--- src/rtl/core/gwm_pkg.sv ---
// ----------------------------------------------------------------------------
// gwm_pkg
// Shared types and constants for the glob wildcard matcher.
// ----------------------------------------------------------------------------
`default_nettype none

package gwm_pkg;

  localparam int unsigned SymW              = 8;
  localparam int unsigned MaxPatternDefault = 64;

  localparam logic [SymW-1:0] SymAnyOne = 8'h3F;  // '?'
  localparam logic [SymW-1:0] SymAnyRun = 8'h2A;  // '*'

  typedef enum logic [1:0] {
    ActClear  = 2'd0,
    ActAppend = 2'd1,
    ActValue  = 2'd2,
    ActEnd    = 2'd3
  } action_e;

  // broadcast from the top level to every cell
  typedef struct packed {
    logic            clr;      // drop stored pattern
    logic            restart;  // back to position zero only
    logic            step;     // advance on a value byte
    logic [SymW-1:0] sym;      // value byte or pattern byte
  } cell_ctrl_t;

endpackage

`default_nettype wire

--- src/rtl/core/glob_wildcard_matcher_unit.sv ---
// ----------------------------------------------------------------------------
// glob_wildcard_matcher_unit
// Whole-string glob matcher ('*' any run, '?' any byte) on a row of cells.
// ----------------------------------------------------------------------------
// Usage:
//   Requests arrive on the s_axis group; tuser carries the action (clear
//   pattern, append pattern byte, value byte, end of value) and tdata the
//   byte. Load a pattern with clear then appends, stream value bytes, then
//   send end of value. Only end of value gives a response on m_axis:
//   tdata[0] is the match bit, tuser the pattern overflow flag (match is
//   then 0). The pattern stays loaded for the next value.
//   One request per cycle is taken unless stalled; a response appears in the
//   cycle after its end-of-value request. The per-cycle limit is the
//   star-closure prefix network feeding the cell row (clog2(MAX_PATTERN+1)
//   levels). A single output register holds the response; while it is full
//   and m_axis_tready_i is low, s_axis_tready_o is low.
//   Reset leaves an empty pattern, no overflow and an empty output.
// ----------------------------------------------------------------------------
`default_nettype none

module glob_wildcard_matcher_unit #(
  parameter int unsigned MAX_PATTERN = gwm_pkg::MaxPatternDefault
) (
  input  wire logic       clk_i,
  input  wire logic       rst_ni,
  input  wire logic       s_axis_tvalid_i,
  output logic            s_axis_tready_o,
  input  wire logic [7:0] s_axis_tdata_i,   // [7:0] symbol
  input  wire logic [1:0] s_axis_tuser_i,   // [1:0] action
  output logic            m_axis_tvalid_o,
  input  wire logic       m_axis_tready_i,
  output logic [7:0]      m_axis_tdata_o,   // [0] matched, [7:1] zero
  output logic            m_axis_tuser_o    // [0] pattern_overflow
);

  localparam int unsigned NumPos = MAX_PATTERN + 1;
  localparam int unsigned LenW   = $clog2(NumPos);

  gwm_pkg::action_e    act;
  gwm_pkg::cell_ctrl_t ctrl;
  logic                req_hs;
  logic                full;
  logic                do_end;

  logic [LenW-1:0]        len_q, len_d;
  logic                   ovf_q, ovf_d;
  logic                   last_q, last_d;
  logic                   m_valid_q;
  logic                   matched_q;
  logic                   m_ovf_q;

  logic [MAX_PATTERN-1:0] wr_en;
  logic [MAX_PATTERN-1:0] star;
  logic [MAX_PATTERN-1:0] cell_act;
  logic [MAX_PATTERN:0]   carry;
  logic [NumPos-1:0]      active;
  logic [NumPos-1:0]      prop;
  logic [NumPos-1:0]      closed;

  assign act             = gwm_pkg::action_e'(s_axis_tuser_i);
  assign s_axis_tready_o = ~m_valid_q | m_axis_tready_i;
  assign req_hs          = s_axis_tvalid_i & s_axis_tready_o;
  assign full            = (len_q == LenW'(MAX_PATTERN));

  always_comb begin
    ctrl     = '0;
    ctrl.sym = s_axis_tdata_i;
    do_end   = 1'b0;
    if (req_hs) begin
      case (act)
        gwm_pkg::ActClear: begin
          ctrl.clr     = 1'b1;
          ctrl.restart = 1'b1;
        end
        gwm_pkg::ActAppend: begin
          ctrl.restart = 1'b1;
        end
        gwm_pkg::ActValue: begin
          ctrl.step = 1'b1;
        end
        gwm_pkg::ActEnd: begin
          ctrl.restart = 1'b1;
          do_end       = 1'b1;
        end
        default: begin
          ctrl.restart = 1'b0;
        end
      endcase
    end
  end

  always_comb begin
    for (int unsigned i = 0; i < MAX_PATTERN; i++) begin
      wr_en[i] = req_hs & (act == gwm_pkg::ActAppend) & (len_q == LenW'(i));
    end
  end

  assign carry[0] = 1'b0;

  for (genvar i = 0; i < MAX_PATTERN; i++) begin : g_cell
    gwm_cell #(
      .First (i == 0)
    ) u_cell (
      .clk_i    (clk_i),
      .rst_ni   (rst_ni),
      .ctrl_i   (ctrl),
      .wr_en_i  (wr_en[i]),
      .closed_i (closed[i]),
      .carry_i  (carry[i]),
      .star_o   (star[i]),
      .carry_o  (carry[i+1]),
      .active_o (cell_act[i])
    );
  end

  assign active = {last_q, cell_act};
  assign prop   = {star, 1'b0};

  gwm_closure #(
    .NumPos (NumPos)
  ) u_closure (
    .active_i (active),
    .prop_i   (prop),
    .closed_o (closed)
  );

  always_comb begin
    len_d  = len_q;
    ovf_d  = ovf_q;
    last_d = last_q;
    if (ctrl.clr) begin
      len_d = '0;
      ovf_d = 1'b0;
    end else if (req_hs && act == gwm_pkg::ActAppend) begin
      if (full) begin
        ovf_d = 1'b1;
      end else begin
        len_d = len_q + LenW'(1);
      end
    end
    if (ctrl.restart) begin
      last_d = 1'b0;
    end else if (ctrl.step) begin
      last_d = carry[MAX_PATTERN];
    end
  end

  always_ff @(posedge clk_i or negedge rst_ni) begin
    if (!rst_ni) begin
      len_q     <= '0;
      ovf_q     <= 1'b0;
      last_q    <= 1'b0;
      m_valid_q <= 1'b0;
    end else begin
      len_q  <= len_d;
      ovf_q  <= ovf_d;
      last_q <= last_d;
      if (do_end) begin
        m_valid_q <= 1'b1;
      end else if (m_axis_tready_i) begin
        m_valid_q <= 1'b0;
      end
    end
  end

  always_ff @(posedge clk_i) begin
    if (do_end) begin
      matched_q <= ~ovf_q & closed[len_q];
      m_ovf_q   <= ovf_q;
    end
  end

  assign m_axis_tvalid_o = m_valid_q;
  assign m_axis_tdata_o  = {7'd0, matched_q};
  assign m_axis_tuser_o  = m_ovf_q;

  // a response only follows an accepted end-of-value request
  assert property (@(posedge clk_i) disable iff (!rst_ni)
    $rose(m_valid_q) |-> $past(req_hs && act == gwm_pkg::ActEnd))
    else $error("response without end-of-value request");

  // overflow forces no match
  assert property (@(posedge clk_i) disable iff (!rst_ni)
    m_valid_q && m_ovf_q |-> !matched_q)
    else $error("match reported with pattern overflow");

  // stored length never exceeds the store
  assert property (@(posedge clk_i) disable iff (!rst_ni)
    len_q <= LenW'(MAX_PATTERN))
    else $error("pattern length beyond store");

  // clear empties the pattern and drops overflow
  assert property (@(posedge clk_i) disable iff (!rst_ni)
    req_hs && act == gwm_pkg::ActClear |=> len_q == '0 && !ovf_q)
    else $error("clear did not empty pattern");

  // overflow only once the store is full
  assert property (@(posedge clk_i) disable iff (!rst_ni)
    ovf_q |-> full)
    else $error("overflow with room left");

endmodule

`default_nettype wire

--- src/rtl/core/gwm_cell.sv ---
// ----------------------------------------------------------------------------
// gwm_cell
// One pattern position: stored byte, fill bit and active bit.
// ----------------------------------------------------------------------------
`default_nettype none

module gwm_cell #(
  parameter bit First = 1'b0
) (
  input  wire logic                 clk_i,
  input  wire logic                 rst_ni,
  input  wire gwm_pkg::cell_ctrl_t  ctrl_i,
  input  wire logic                 wr_en_i,
  input  wire logic                 closed_i,
  input  wire logic                 carry_i,
  output logic                      star_o,
  output logic                      carry_o,
  output logic                      active_o
);

  logic [gwm_pkg::SymW-1:0] sym_q;
  logic                     valid_q, valid_d;
  logic                     active_q, active_d;
  logic                     hit;

  always_ff @(posedge clk_i) begin
    if (wr_en_i) begin
      sym_q <= ctrl_i.sym;
    end
  end

  assign star_o  = valid_q & (sym_q == gwm_pkg::SymAnyRun);
  assign hit     = (sym_q == gwm_pkg::SymAnyOne) | (sym_q == ctrl_i.sym);
  assign carry_o = closed_i & valid_q & ~star_o & hit;

  always_comb begin
    valid_d = valid_q;
    if (ctrl_i.clr) begin
      valid_d = 1'b0;
    end else if (wr_en_i) begin
      valid_d = 1'b1;
    end
  end

  always_comb begin
    active_d = active_q;
    if (ctrl_i.restart) begin
      active_d = First;
    end else if (ctrl_i.step) begin
      active_d = (closed_i & star_o) | carry_i;
    end
  end

  always_ff @(posedge clk_i or negedge rst_ni) begin
    if (!rst_ni) begin
      valid_q  <= 1'b0;
      active_q <= First;
    end else begin
      valid_q  <= valid_d;
      active_q <= active_d;
    end
  end

  assign active_o = active_q;

endmodule

`default_nettype wire

--- src/rtl/core/gwm_closure.sv ---
// ----------------------------------------------------------------------------
// gwm_closure
// Parallel-prefix closure of the active set over star positions.
// ----------------------------------------------------------------------------
`default_nettype none

module gwm_closure #(
  parameter int unsigned NumPos = 65
) (
  input  wire logic [NumPos-1:0] active_i,
  input  wire logic [NumPos-1:0] prop_i,    // prop[j]: position j-1 is a star
  output logic      [NumPos-1:0] closed_o
);

  localparam int unsigned Levels = $clog2(NumPos);

  always_comb begin
    logic [NumPos-1:0] g;
    logic [NumPos-1:0] p;
    g = active_i;
    p = prop_i;
    for (int unsigned l = 0; l < Levels; l++) begin
      g = g | (p & (g << (1 << l)));
      p = p & (p << (1 << l));
    end
    closed_o = g;
  end

endmodule

`default_nettype wire
--- config.mk ---
export PLATFORM = sky130hd
export DESIGN_NAME = glob_wildcard_matcher_unit
export DESIGN_NICKNAME = d
export VERILOG_FILES = /design/src/rtl/core/gwm_pkg.sv /design/src/rtl/core/glob_wildcard_matcher_unit.sv /design/src/rtl/core/gwm_cell.sv /design/src/rtl/core/gwm_closure.sv
export SDC_FILE = /design/constraint.sdc
export NUM_CORES = 1
export LEC_CHECK = 0
export BUFFER_PORTS_ARGS = -buffer_cell sky130_fd_sc_hd__buf_2
export CORE_MARGIN = 3
export CORE_UTILIZATION = 60
export CTS_BUF_LIST = sky130_fd_sc_hd__clkbuf_4 sky130_fd_sc_hd__clkbuf_8 sky130_fd_sc_hd__clkbuf_16
export CTS_CLUSTER_DIAMETER = 100
export DETAILED_ROUTE_END_ITERATION = 10
export PLACE_DENSITY = 0.81
export SETUP_SLACK_MARGIN = 0.4
export SYNTH_ARGS = -nofsm -noshare
export SYNTH_HDL_FRONTEND = slang
export SYNTH_SLANG_ARGS = --single-unit
--- constraint.sdc ---
create_clock -name clk_i -period 5.5 [get_ports clk_i]
set_input_delay 0.55 -clock clk_i [delete_from_list [all_inputs] [get_ports clk_i]]
set_output_delay 0.55 -clock clk_i [all_outputs]
set_load 0.05 [all_outputs]
==> impl_metrics.yaml, run 1 <==
critical_path:
  crit_type: "flop to flop"
  start_kind: "flop"
  critPathMaxFanout: 7
  crit_chain: "nor4bb_1 -> nand4_1 -> o21bai_2 -> a31oi_1 -> o31ai_4 -> a21oi_1 -> o21ai_1 -> a41o_1 -> o31ai_1 -> nor4_1 -> a211oi_1 -> nor4b_2 -> o211a_1"
  path_buf_inv: 0
  cp_top_family: "compound AO/OA/AOI/OAI gates"
  cp_slowest_stage_delay_ns: 0.57
  required_ns: 5.99
  end_kind: "flop"
  worstPathArrival_ns: 5.20
  cp_slowest_cell: "nor4bb_1"
timing:
  tns_ns: 0
  skew_ns: 0.0204
  worst_slack_ns: 0.783
  finalSetupViolCount: 0
  slew_headroom: 0.362
  report.final.slew_viol_count: 0
  fmax_ghz: 0.212
  report.final.hold_viol_count: 0
  hold_slack_ns: 0.251
  fin_crit_ns: 4.72
  fin_crit_sh: 0.858
  grt_setup_unrepaired: "no"
  tightest_slew_ns: 0.955
placed_design:
  place_ws_ns: 0.787
  hpwlAfterDp_mm: 59.4
  place.gp.congestion: 0.992
  postPlaceCellArea_mm2: 0.0348
  port_buffers: 17
  place_inst: 3678
route:
  routed_wl_mm: 92.1
  antenna_left: 0
  dr.first_iter.drc_count: 2694
  drc_errors: 0
  vias_per_cell: 6.68
  via_count: 25400
  avgRoutedWirePerCell_um: 24.2
  drt-pass1-iter-count: 8
layout:
  fill_cells: 3985
  nets: 3020
  layout-drive-gt1-share: 0.0739
  n_antenna_cell: 0
  post-route-util: 0.671
  syn2layout_area_growth_pct: 9.99
  layout_common_cells: "edfxtp_1, xnor2_1, nor2_1"
  final_common_cell: "edfxtp_1"
  final_area_mm2: 0.0371
  instances_no_fill: 3806
die:
  fp.dieW_um: 243
  die_y_um: 243
  fp.dieArea_mm2: 0.0591
  rows: 86
  initial_core_util: 0.610
  core-area_mm2: 0.0553
  pin_count: 25
synthesis:
  syn-cell-area_mm2: 0.0337
  synth-main-ff-cell: "edfxtp_1"
  synth_async_sr_flop_share: 0.212
  yosysSeqAreaShare: 0.560
  synth_area_leaders: "edfxtp_1, xnor2_1, dfrtp_1"
  syn_avg_cell_area_um2: 11.3
  synth_area_leader_cell: "edfxtp_1"
  syn_inst: 2979
  synth-warning-count: 0
  synth_cell_types: 98
  netlist.area_leader.share: 0.458
  synth_edf_count: 514
  synth_seq_cells: 652
power:
  pwr-share-comb: 0.083
  power.static_leakage_nw: 12.3
  power_mw: 11.1
  power_density_mw_per_mm2: 298
  p_int_mw: 8.44
  p_seq_frac: 0.489
  p_clk_frac: 0.428
  power.switching_mw: 2.62
  swShare: 0.237
  ir_drop_v: 0.000296
grt:
  grt_pass1_wl_mm: 143
  grt_max_degree: 71
  grt_pass1_vias: 25800
  gr-total-overflow: 0
  antenna_found_initial: 1
  grt_usage: 0.308
run:
  drv_cap: 0
clock_tree:
  clk_pin_slew_ns: 0.06
  cts_buffers: 69
  ctsLongestPathBuffers: 3
  clock_latency_ns: 0.61
  clock_sinks: 652
  htree_levels: 3
  cts-root-buf: "clkbuf_16"
  cts_tree: "done"
hold_path:
  hp-class: "primary input to flop"
run_status:
  outcome: "complete, no violations"
==> worst register-to-register path, cell delays in order, from the launching register on <==
cell      delay, ns
edfxtp_1       0.41
nor4bb_1       0.57
nand4_1        0.26
o21bai_2       0.43
a31oi_1        0.30
o31ai_4        0.47
a21oi_1        0.27
o21ai_1        0.55
a41o_1         0.37
o31ai_1        0.10
nor4_1         0.27
a211oi_1       0.16
nor4b_2        0.26
o211a_1        0.19
==> flip-flops by register name, summed over array words and instances (netlist names) <==
signal                  count
matched_q                   1
last_q                      1
len_q                       7
m_axis_tvalid_o             1
ovf_q                       1
g_cell.u_cell.sym_q       512
m_axis_tuser_o              1
g_cell.u_cell.active_o     64
g_cell.u_cell.valid_q      64
==> cell usage after synthesis (14+ instances only) <==
| library cell | instances |
|---|---|
| a31oi_1 | 28 |
| buf_1 | 27 |
| xor2_1 | 65 |
| a22o_1 | 41 |
| nor3_1 | 39 |
| nor2_1 | 393 |
| dfrtp_1 | 137 |
| edfxtp_1 | 514 |
| a41oi_1 | 22 |
| nand3_1 | 82 |
| nor4bb_1 | 19 |
| o21ai_0 | 111 |
| o22ai_1 | 22 |
| nor4_1 | 34 |
| xnor2_1 | 451 |
| nand2_1 | 187 |
| a22oi_1 | 14 |
| a21oi_1 | 76 |
| nor4b_1 | 24 |
| a41o_1 | 25 |
| nand4_1 | 149 |
| and3_1 | 49 |
| or3_1 | 15 |
| a21o_1 | 23 |
| nor3b_1 | 20 |
| o31ai_1 | 21 |
| nor2b_1 | 25 |
| o21bai_1 | 23 |
| clkbuf_1 | 71 |
| inv_1 | 30 |
==> metal layers <==
metal	track usage	wire length, um	vias up
met2	0.498	43100	1376
met5	0	21	-
li1	-	-	11200
met3	0.0703	8380	358
met1	0.391	35900	12500
met4	0.157	4660	4
==> timing repair <==
action | in CTS | in global routing
setup endpoints to repair | 0 | 1
resized for setup | 0 | 1
hold buffers | 1 | 0
buffers inserted | 0 | 0
endpoints found under the hold margin | 39 | 0
==> worst paths after layout <==
check	endpoint	slack, ns	depth (start not counted)	from
setup / recovery	matched_q$_DFFE_PP_	0.78	13	g_cell[1].u_cell.sym_q[7]$_DFFE_PP_
hold / removal	len_q[0]$_DFFE_PN0P_	0.25	3	s_axis_tuser_i[0]
setup reg to reg	matched_q$_DFFE_PP_	0.78	13	g_cell[1].u_cell.sym_q[7]$_DFFE_PP_
hold reg to reg	g_cell[12].u_cell.valid_q$_DFFE_PN0P_	0.51	2	g_cell[12].u_cell.valid_q$_DFFE_PN0P_
max in group asynchronous	g_cell[43].u_cell.valid_q$_DFFE_PN0P_	3.76	3	rst_ni
min in group asynchronous	g_cell[52].u_cell.valid_q$_DFFE_PN0P_	0.45	2	rst_ni
==> power by group through the flow <==
stage,logic [mW],registers (mW),clock network [mW]
5_1_grt,0.968,5.41,4.98
6_report,0.920,5.41,4.73
2_1_floorplan,0.531,5.49,0
3_3_place_gp,0.873,5.50,0
3_5_place_dp,0.888,5.51,0
4_1_cts,0.896,5.40,4.77
==> logic make-up after synthesis <==
| logic type | after synthesis | share of synthesized area |
|---|---|---|
| AND/OR/NAND/NOR | 1133 | 0.173 |
| flip-flops | 652 | 0.560 |
| AO/OA/AOI/OAI | 528 | 0.112 |
| XOR/XNOR | 516 | 0.134 |
| buffers and inverters | 137 | 0.0161 |
| multiplexers | 8 | 0.00282 |
| adder cells (fa/ha/maj) | 4 | 0.00148 |
| other | 1 | 0.000111 |
==> layout make-up <==
class                   instances  area [um2]  share of cell area
multi-input cells            2196       14300               0.386
inverters                      31         116             0.00314
flip-flops and latches        652       18900               0.509
clock inverters                34         342             0.00921
well taps                     748         936              0.0252
repair buffers                 52         507              0.0137
clock buffers                  93        1970              0.0532
Note: power is estimated with default switching activity, not from simulation.
==> run 2: changes to the inputs <==
--- a/config.mk
+++ b/config.mk
@@ -7,11 +7,11 @@
 export LEC_CHECK = 0
 export BUFFER_PORTS_ARGS = -buffer_cell sky130_fd_sc_hd__buf_2
 export CORE_MARGIN = 3
-export CORE_UTILIZATION = 60
+export CORE_UTILIZATION = 44
 export CTS_BUF_LIST = sky130_fd_sc_hd__clkbuf_4 sky130_fd_sc_hd__clkbuf_8 sky130_fd_sc_hd__clkbuf_16
 export CTS_CLUSTER_DIAMETER = 100
 export DETAILED_ROUTE_END_ITERATION = 10
-export PLACE_DENSITY = 0.81
+export PLACE_DENSITY = 0.64
 export SETUP_SLACK_MARGIN = 0.4
 export SYNTH_ARGS = -nofsm -noshare
 export SYNTH_HDL_FRONTEND = slang
==> run 2 against run 1 <==
  * First-iteration DRC count down 5.2%
  * Largest power group unchanged
  * Sequential share of layout area down 0.75 points
  * Flip-flop and latch count unchanged
  * Die area up 35%
  * Cell area up 1.5%
  * Maximum frequency down 2.9%
  * Total power up 2.7%
  * Clock power up 5.9%
  * Critical endpoint unchanged
  * Worst hold slack worse by 0.018 ns
==> impl_metrics.yaml, run 2 (same netlist as run 1, synthesis figures left out) <==
run_status:
  outcome: "complete, no violations"
run:
  drv_cap: 0
route:
  avgRoutedWirePerCell_um: 22.7
  antenna_left: 0
  via_count: 24800
  dr.first_iter.drc_count: 2555
  drt-pass1-iter-count: 5
  vias_per_cell: 6.05
  drc_errors: 0
  routed_wl_mm: 93.1
timing:
  tightest_slew_ns: 1.11
  tns_ns: 0
  fmax_ghz: 0.206
  fin_crit_sh: 0.883
  report.final.slew_viol_count: 0
  finalSetupViolCount: 0
  grt_setup_unrepaired: "no"
  hold_slack_ns: 0.233
  report.final.hold_viol_count: 0
  slew_headroom: 0.256
  fin_crit_ns: 4.86
  skew_ns: 0.0348
critical_path:
  worstPathArrival_ns: 5.37
  crit_start: "g_cell[1].u_cell.sym_q[7]$_DFFE_PP_"
  end_kind: "flop"
  critPathMaxFanout: 7
  cp_slowest_stage_delay_ns: 0.73
  start_kind: "flop"
  crit_chain: "nor4bb_1 -> nand4_1 -> o21bai_2 -> a31oi_1 -> o31ai_2 -> buf_4 -> a21oi_1 -> buf_4 -> nor2_1 -> a2bb2oi_1 -> a211o_1 -> o221ai_1 -> a2111oi_0 -> a311o_1 -> o211a_1"
  r2r-start: "g_cell[1].u_cell.sym_q[7]$_DFFE_PP_"
  crit_type: "flop to flop"
  cp_top_family: "compound AO/OA/AOI/OAI gates"
  required_ns: 6.01
  path_buf_inv: 2
  critPathMostFrequentCell: "buf_4"
  cp_slowest_cell: "a2bb2oi_1"
layout:
  layout-drive-gt1-share: 0.0794
  layout_common_cells: "edfxtp_1, xnor2_1, nor2_1"
  final_common_cell: "edfxtp_1"
  largest-register: "g_cell.u_cell.sym_q"
  nets: 3032
  largest_register_ffs: 512
  fill_cells: 6535
  instances_no_fill: 4096
  post-route-util: 0.501
  syn2layout_area_growth_pct: 11.6
grt:
  grt_usage: 0.232
  grt_pass1_wl_mm: 144
  grt_pass1_vias: 24900
  gr-total-overflow: 0
  grt_max_degree: 67
  antenna_found_initial: 3
power:
  power.static_leakage_nw: 12.4
  p_seq_frac: 0.476
  power.switching_mw: 2.74
  ir_drop_v: 0.000267
  swShare: 0.241
  p_clk_frac: 0.441
  p_int_mw: 8.62
  pwr-share-comb: 0.083
  power_density_mw_per_mm2: 302
die:
  rows: 100
  die_y_um: 283
  pin_count: 25
  core-area_mm2: 0.0752
  fp.dieW_um: 283
  fp.dieArea_mm2: 0.0800
  initial_core_util: 0.448
clock_tree:
  clock_latency_ns: 0.63
  htree_levels: 3
  cts_tree: "done"
  clk_pin_slew_ns: 0.07
  ctsLongestPathBuffers: 3
  cts_buffers: 72
  cts-root-buf: "clkbuf_16"
  clock_sinks: 652
hold_path:
  hp-class: "primary input to flop"
  min-delay-start: "s_axis_tuser_i[0]"
placed_design:
  port_buffers: 17
  place.gp.congestion: 0.943
  hpwlAfterDp_mm: 61.5
  place_inst: 3959
run 2: changes by cell type in the layout (fill, tap and decap cells not counted), moves of 3 or more:
cell        before  now
clkinv_2        10   14
inv_6            5    2
buf_4           26   37
clkinv_8         0    3
clkinv_4         3    0
clkbuf_16       71   75
clkinvlp_4       1    5
run 2: final cells by class:
type                       count  area (um2)  share of cell area
clock buffer                  95        2060              0.0547
sequential                   652       18900               0.502
inverter                      31         116             0.00309
tap                         1020        1280              0.0339
clock inverter                39         430              0.0114
antenna                        2        5.00            0.000133
timing repair buffer          61         549              0.0146
multi-input combinational   2196       14300               0.380
run 2: power by group through the flow:
stage	clock [mW]	combinational, mW	sequential, mW
after floorplan	0	0.531	5.49
after global placement	0	0.925	5.50
after detailed placement	0	0.932	5.51
after CTS	5.10	0.938	5.40
after global routing	5.30	0.997	5.41
final	5.01	0.942	5.41
run 2: worst min-delay path, cell delays in order:
cell	delay (ns)
buf_2	0.16
nand2_1	0.06
o21ai_0	0.06
run 2: layer usage:
layer,track usage,up-vias,share of wire
li1,-,11200,-
met1,0.307,12400,0.42
met4,0.0866,4,0.037
met2,0.385,991,0.47
met3,0.0415,221,0.072
met5,0,-,0.00029
run 2: stage by stage:
stage	power [mW]	instance area [um2]	setup WS, ns
after floorplan	6.02	33700	1.76
after global placement	6.43	35100	0.896
after detailed placement	6.44	35100	0.780
after CTS	11.4	37600	0.788
after global routing	11.7	37600	0.439
final	11.4	37600	0.643
run 2: worst paths after layout:
path | to | slack, ns | cells past startpoint
min in group asynchronous | g_cell[3].u_cell.active_o$_DFFE_PN0P_ | 0.44 | 2
min reg2reg | last_q$_DFFE_PN0P_ | 0.50 | 2
max reg2reg | matched_q$_DFFE_PP_ | 0.64 | 15
max in group asynchronous | g_cell[32].u_cell.valid_q$_DFFE_PN0P_ | 3.80 | 3
min | len_q[0]$_DFFE_PN0P_ | 0.23 | 3
max | matched_q$_DFFE_PP_ | 0.64 | 15
run 2: repair_timing:
item / in CTS / in global routing
setup buffers: 0 / 0
gates resized for setup: 0 / 0
hold endpoints to repair: 35 / 0
hold buffers: 1 / 0
